`config.mk`:
```
export PLATFORM = sky130hd
export DESIGN_NAME = ebr_front
export DESIGN_NICKNAME = d
export VERILOG_FILES = /design/src/design/ebr_pkg.sv /design/src/design/ebr_front.sv
export SDC_FILE = /design/constraint.sdc
export NUM_CORES = 1
export LEC_CHECK = 0
export BUFFER_PORTS_ARGS = -buffer_cell sky130_fd_sc_hd__buf_2
export CAP_MARGIN = 20
export CORE_ASPECT_RATIO = 0.7
export CORE_MARGIN = 2
export CORE_UTILIZATION = 45
export CTS_CLUSTER_SIZE = 30
export DETAILED_ROUTE_END_ITERATION = 8
export PLACE_DENSITY = 0.73
export SLEW_MARGIN = 20
export SYNTH_ARGS = -nofsm -noshare
export SYNTH_HDL_FRONTEND = slang
export SYNTH_SLANG_ARGS = --single-unit
```
`constraint.sdc`:
```
create_clock -name clk -period 5.15 [get_ports clk]
set_input_delay 1.03 -clock clk [delete_from_list [all_inputs] [get_ports clk]]
set_output_delay 1.03 -clock clk [all_outputs]
set_load 0.02 [all_outputs]
```
`src/design/ebr_pkg.sv`:
```
// Shared types and constants of the event bus router.
package ebr_pkg;

	localparam int KIND_ENTRIES    = 32;
	localparam int PENDING_ENTRIES = 16;
	localparam int CLIENT_SLOTS    = 64;

	localparam int KIND_IDX_W = (KIND_ENTRIES > 1) ? $clog2(KIND_ENTRIES) : 1;
	localparam int PEND_IDX_W = (PENDING_ENTRIES > 1) ? $clog2(PENDING_ENTRIES) : 1;
	localparam int SLOT_W     = 6;
	localparam int MASK_W     = 64;
	localparam int SRV_W      = 7;
	localparam int CNT_W      = 7;
	localparam int KIND_W     = 32;
	localparam int CORR_W     = 64;
	localparam int SEQ_W      = 64;

	localparam logic [SRV_W-1:0] NO_SERVER = 7'd64;
	localparam logic [CNT_W-1:0] SLOT_MAX  = CNT_W'(CLIENT_SLOTS);

	localparam logic [1:0] MODE_ROUTE   = 2'd0;
	localparam logic [1:0] MODE_SUB     = 2'd1;
	localparam logic [1:0] MODE_SERVE   = 2'd2;
	localparam logic [1:0] MODE_FORGET  = 2'd3;

	localparam logic [1:0] ST_OK        = 2'd0;
	localparam logic [1:0] ST_BAD       = 2'd1;
	localparam logic [1:0] ST_ARENA     = 2'd2;
	localparam logic [1:0] ST_NO_ROUTE  = 2'd3;

	localparam logic REG_SLOT_COUNT  = 1'b0;
	localparam logic REG_ACTIVE_MASK = 1'b1;

	typedef enum logic [3:0] {
		OP_SUB,
		OP_SERVE,
		OP_FORGET,
		OP_ARENA,
		OP_NOTIFY,
		OP_REQ,
		OP_REPLY,
		OP_CANCEL,
		OP_NONE
	} op_t;

	typedef enum logic [1:0] {
		B_IDLE,
		B_EXEC,
		B_FAN
	} back_state_t;

	typedef struct packed {
		op_t                op;
		logic [SLOT_W-1:0]  src;
		logic [KIND_W-1:0]  kind;
		logic [CORR_W-1:0]  corr;
	} item_t;

	typedef struct packed {
		logic  valid;
		item_t item;
	} head_t;

endpackage

```
`src/design/ebr_front.sv`:
```
// Front end: accepts input transfers, classifies them and queues them for the back end.
module ebr_front (
	input  logic                        clk,
	input  logic                        arst_n,
	input  logic                        in_valid,
	output logic                        in_ready,
	input  logic [1:0]                  mode,
	input  logic [ebr_pkg::SLOT_W-1:0]  origin_slot,
	input  logic [ebr_pkg::KIND_W-1:0]  kind_code,
	input  logic [ebr_pkg::CORR_W-1:0]  corr_tag,
	input  logic [4:0]                  frame_flags,
	input  logic                        pop,
	output ebr_pkg::head_t              head
);

	ebr_pkg::item_t q_q [2];
	logic           wr_q;
	logic           rd_q;
	logic [1:0]     cnt_q;
	ebr_pkg::op_t   op;
	logic           push;

	always_comb begin
		op = ebr_pkg::OP_NONE;
		case (mode)
			ebr_pkg::MODE_SUB:    op = ebr_pkg::OP_SUB;
			ebr_pkg::MODE_SERVE:  op = ebr_pkg::OP_SERVE;
			ebr_pkg::MODE_FORGET: op = ebr_pkg::OP_FORGET;
			default: begin
				// first set flag wins
				if (frame_flags[0])      op = ebr_pkg::OP_ARENA;
				else if (frame_flags[1]) op = ebr_pkg::OP_NOTIFY;
				else if (frame_flags[2]) op = ebr_pkg::OP_REQ;
				else if (frame_flags[3]) op = ebr_pkg::OP_REPLY;
				else if (frame_flags[4]) op = ebr_pkg::OP_CANCEL;
				else                     op = ebr_pkg::OP_NONE;
			end
		endcase
	end

	assign in_ready = (cnt_q != 2'd2);
	assign push     = in_valid && in_ready;
	assign head     = '{valid: (cnt_q != 2'd0), item: q_q[rd_q]};

	always_ff @(posedge clk) begin
		if (push) begin
			q_q[wr_q] <= '{op: op, src: origin_slot, kind: kind_code, corr: corr_tag};
		end
	end

	always_ff @(posedge clk or negedge arst_n) begin
		if (!arst_n) begin
			wr_q  <= 1'b0;
			rd_q  <= 1'b0;
			cnt_q <= 2'd0;
		end else begin
			if (push) wr_q <= ~wr_q;
			if (pop)  rd_q <= ~rd_q;
			cnt_q <= cnt_q + {1'b0, push} - {1'b0, pop};
		end
	end

endmodule

```
==> impl_metrics.env <==
export IMPL_finalSetupTns_ns=0
export IMPL_viasPerCell=4.902
export IMPL_rsz0062_at_grt="no"
export IMPL_fin_crit_sh_pct=65.70
export IMPL_hold_violations=0
export IMPL_synth_seq_cells=216
export IMPL_cts_tree="done"
export IMPL_fin_nets=711
export IMPL_drive_above_1_share_pct=60.39
export IMPL_synth_seq_area_share_pct=80.52
export IMPL_ant_nets=0
export IMPL_crit_type="flop to primary output"
export IMPL_gp_congestion=0.7463
export IMPL_path_clk_slew_ns=0.06
export IMPL_syn_area_per_cell_um2=22.31
export IMPL_ys_warn_count=0
export IMPL_fp_dieH_um=115.8
export IMPL_status="complete, no violations"
export IMPL_path_max_fanout=56
export IMPL_drc_errors=0
export IMPL_ctsHoldBuffers=0
export IMPL_drt_iter0_drc=310
export IMPL_finalNonFillerCells=843
export IMPL_die_area_mm2=0.01895
export IMPL_crit_buf_inv=2
export IMPL_worstMarginPinSlew_ns=0.8857
export IMPL_crit_path_cell_trace="buf_12 -> mux2_2 -> buf_2"
export IMPL_ys_types=21
export IMPL_synthCells=360
export IMPL_grt_total_usage_pct=15.09
export IMPL_synth_edf_count=212
export IMPL_rows=40
export IMPL_grt_pass1_vias=4221
export IMPL_grt_pass1_wl_um=22080
export IMPL_hold_worst_slack_ns=0.3413
export IMPL_cts_resized=0
export IMPL_finalPower_uw=5850
export IMPL_crit_family="flip-flops"
export IMPL_hpwl_um=10050
export IMPL_clk_path_buf_depth=3
export IMPL_end_kind="primary output"
export IMPL_critPathRequiredTime_ns=4.12
export IMPL_dp_cells=804
export IMPL_p_leak_uw=0.003840
export IMPL_firstDrtPassIters=4
export IMPL_critPathMaxStageDelay_ns=0.86
export IMPL_crit_arrival_ns=2.35
export IMPL_grt_start_max_net_pins=64
export IMPL_fmaxAchievable_mhz=295.5
export IMPL_setup_viol=0
export IMPL_powerDensity_mw_per_mm2=582.9
export IMPL_netlist_area_mm2=0.008030
export IMPL_hold_class="input pin to async pin"
export IMPL_areaGrowthSynthToFinish_pct=24.96
export IMPL_start_util_pct=46.37
export IMPL_numCtsBuffers=21
export IMPL_die_w_um=163.7
export IMPL_synthArstFlopShare_pct=1.852
export IMPL_cp_start_kind="flop"
export IMPL_skew_ns=0.009216
export IMPL_cts_root_buf="clkbuf_16"
export IMPL_insertion_delay_ns=0.48
export IMPL_io_pins=221
export IMPL_vias=4132
export IMPL_wl_per_cell_um=17.59
export IMPL_antenna_found_initial=0
export IMPL_htreeDepth=1
export IMPL_min_period_ns=3.384
export IMPL_ir_worst_vdd_mv=0.3695
export IMPL_io_buffers=220
export IMPL_wl_um=14830
export IMPL_grt_overflow_total=0
export IMPL_core_area_mm2=0.01732
export IMPL_postCtsSetupBuffers=0
export IMPL_synth_net_count=474
export IMPL_cts_sinks=216
export IMPL_drv_slew=0
export IMPL_timing_slew_headroom_pct=40.95
export IMPL_cpMaxStageDelayCell="dfrtp_4"
export IMPL_ys_flop_type="edfxtp_1"
export IMPL_cap_violations=0
==> per-stage QoR <==
step	util (%)	worst slack [ns]	instance area (µm²)
after CTS	57.77	1.698	10000
after global placement	54.33	2.223	9408
after floorplan	-	0.8105	8033
final	57.95	1.766	10030
after global routing	57.93	1.622	10030
after detailed placement	54.33	2.123	9408
==> layer usage <==
metal / routed length, µm / GRT usage (%)
met5: 0 / 0
met4: 289 / 3.860
met2: 6827 / 24.54
met1: 6198 / 19.37
met3: 1513 / 5.727
==> sequential cells by signal (all words and copies together), names as in the netlist <==
| signal | flops |
|---|---|
| wr_q | 1 |
| q_q | 212 |
| cnt_q | 2 |
| rd_q | 1 |
==> cell usage in the layout (no fill, tap or decap), types with 2 or more instances in the layout <==
cell       count
edfxtp_1     212
clkbuf_1       5
or2_2          3
buf_4          3
nand2_1        2
xnor2_1        3
mux2_4        30
nor2_1         2
nor3_1         2
a21oi_1        3
buf_12         2
clkinv_1       2
clkbuf_16     21
mux2_2        76
clkinv_2       9
nor3b_1        2
dfrtp_1        3
buf_2        220
==> cell usage after synthesis, types with 2 or more instances <==
library cell    n  share of area (%)
dfrtp_1         4                1.2
nor3_1          2               0.12
buf_2           7               0.44
or2_2           3               0.23
edfxtp_1      212                 79
a21oi_1         3               0.19
nor2_1          3               0.14
mux2_2         76                 11
xnor2_1         3               0.33
nand2_1         2              0.094
buf_6           5               0.70
nor3b_1         2               0.19
mux2_4         30                5.6
==> cell families after synthesis <==
logic type,count (synthesis),share of synthesized area [%]
adder cells (fa/ha/maj),1,0.1558
flip-flops,216,80.52
multiplexers,106,16.27
buffers and inverters,12,1.137
AO/OA/AOI/OAI,6,0.4674
XOR/XNOR,4,0.4364
AND/OR/NAND/NOR,15,1.013
==> worst paths after layout <==
path                                    start                   end  slack [ns]  cells after the start
max                          rd_q$_DFFE_PN0P_              head[62]        1.77                      3
min                                    arst_n    cnt_q[0]$_DFF_PN0_        0.34                      1
max reg2reg                cnt_q[0]$_DFF_PN0_  q_q[1][60]$_DFFE_PP_        2.96                      3
min reg2reg                cnt_q[0]$_DFF_PN0_    cnt_q[0]$_DFF_PN0_        0.56                      1
max in group asynchronous              arst_n      rd_q$_DFFE_PN0P_        4.67                      1
min in group clk           cnt_q[0]$_DFF_PN0_    cnt_q[0]$_DFF_PN0_        0.56                      1
==> power breakdown <==
| group | internal [µW] | total [µW] | switching (µW) |
|---|---|---|---|
| sequential | 2400 | 2580 | 172 |
| combinational | 813 | 1930 | 1120 |
| clock | 750 | 1340 | 592 |
| total | 3970 | 5850 | 1880 |
==> cell type report <==
cell class / count / area, µm²
flip-flops and latches: 216 / 6470
multi-input cells: 132 / 1485
clock buffers: 26 / 544.3
clock inverters: 11 / 52.55
fillers: 1348 / 7282
repair buffers: 226 / 1191
diodes: 1 / 2.502
well taps: 231 / 289.0
Power figures use the tool's default switching activity.
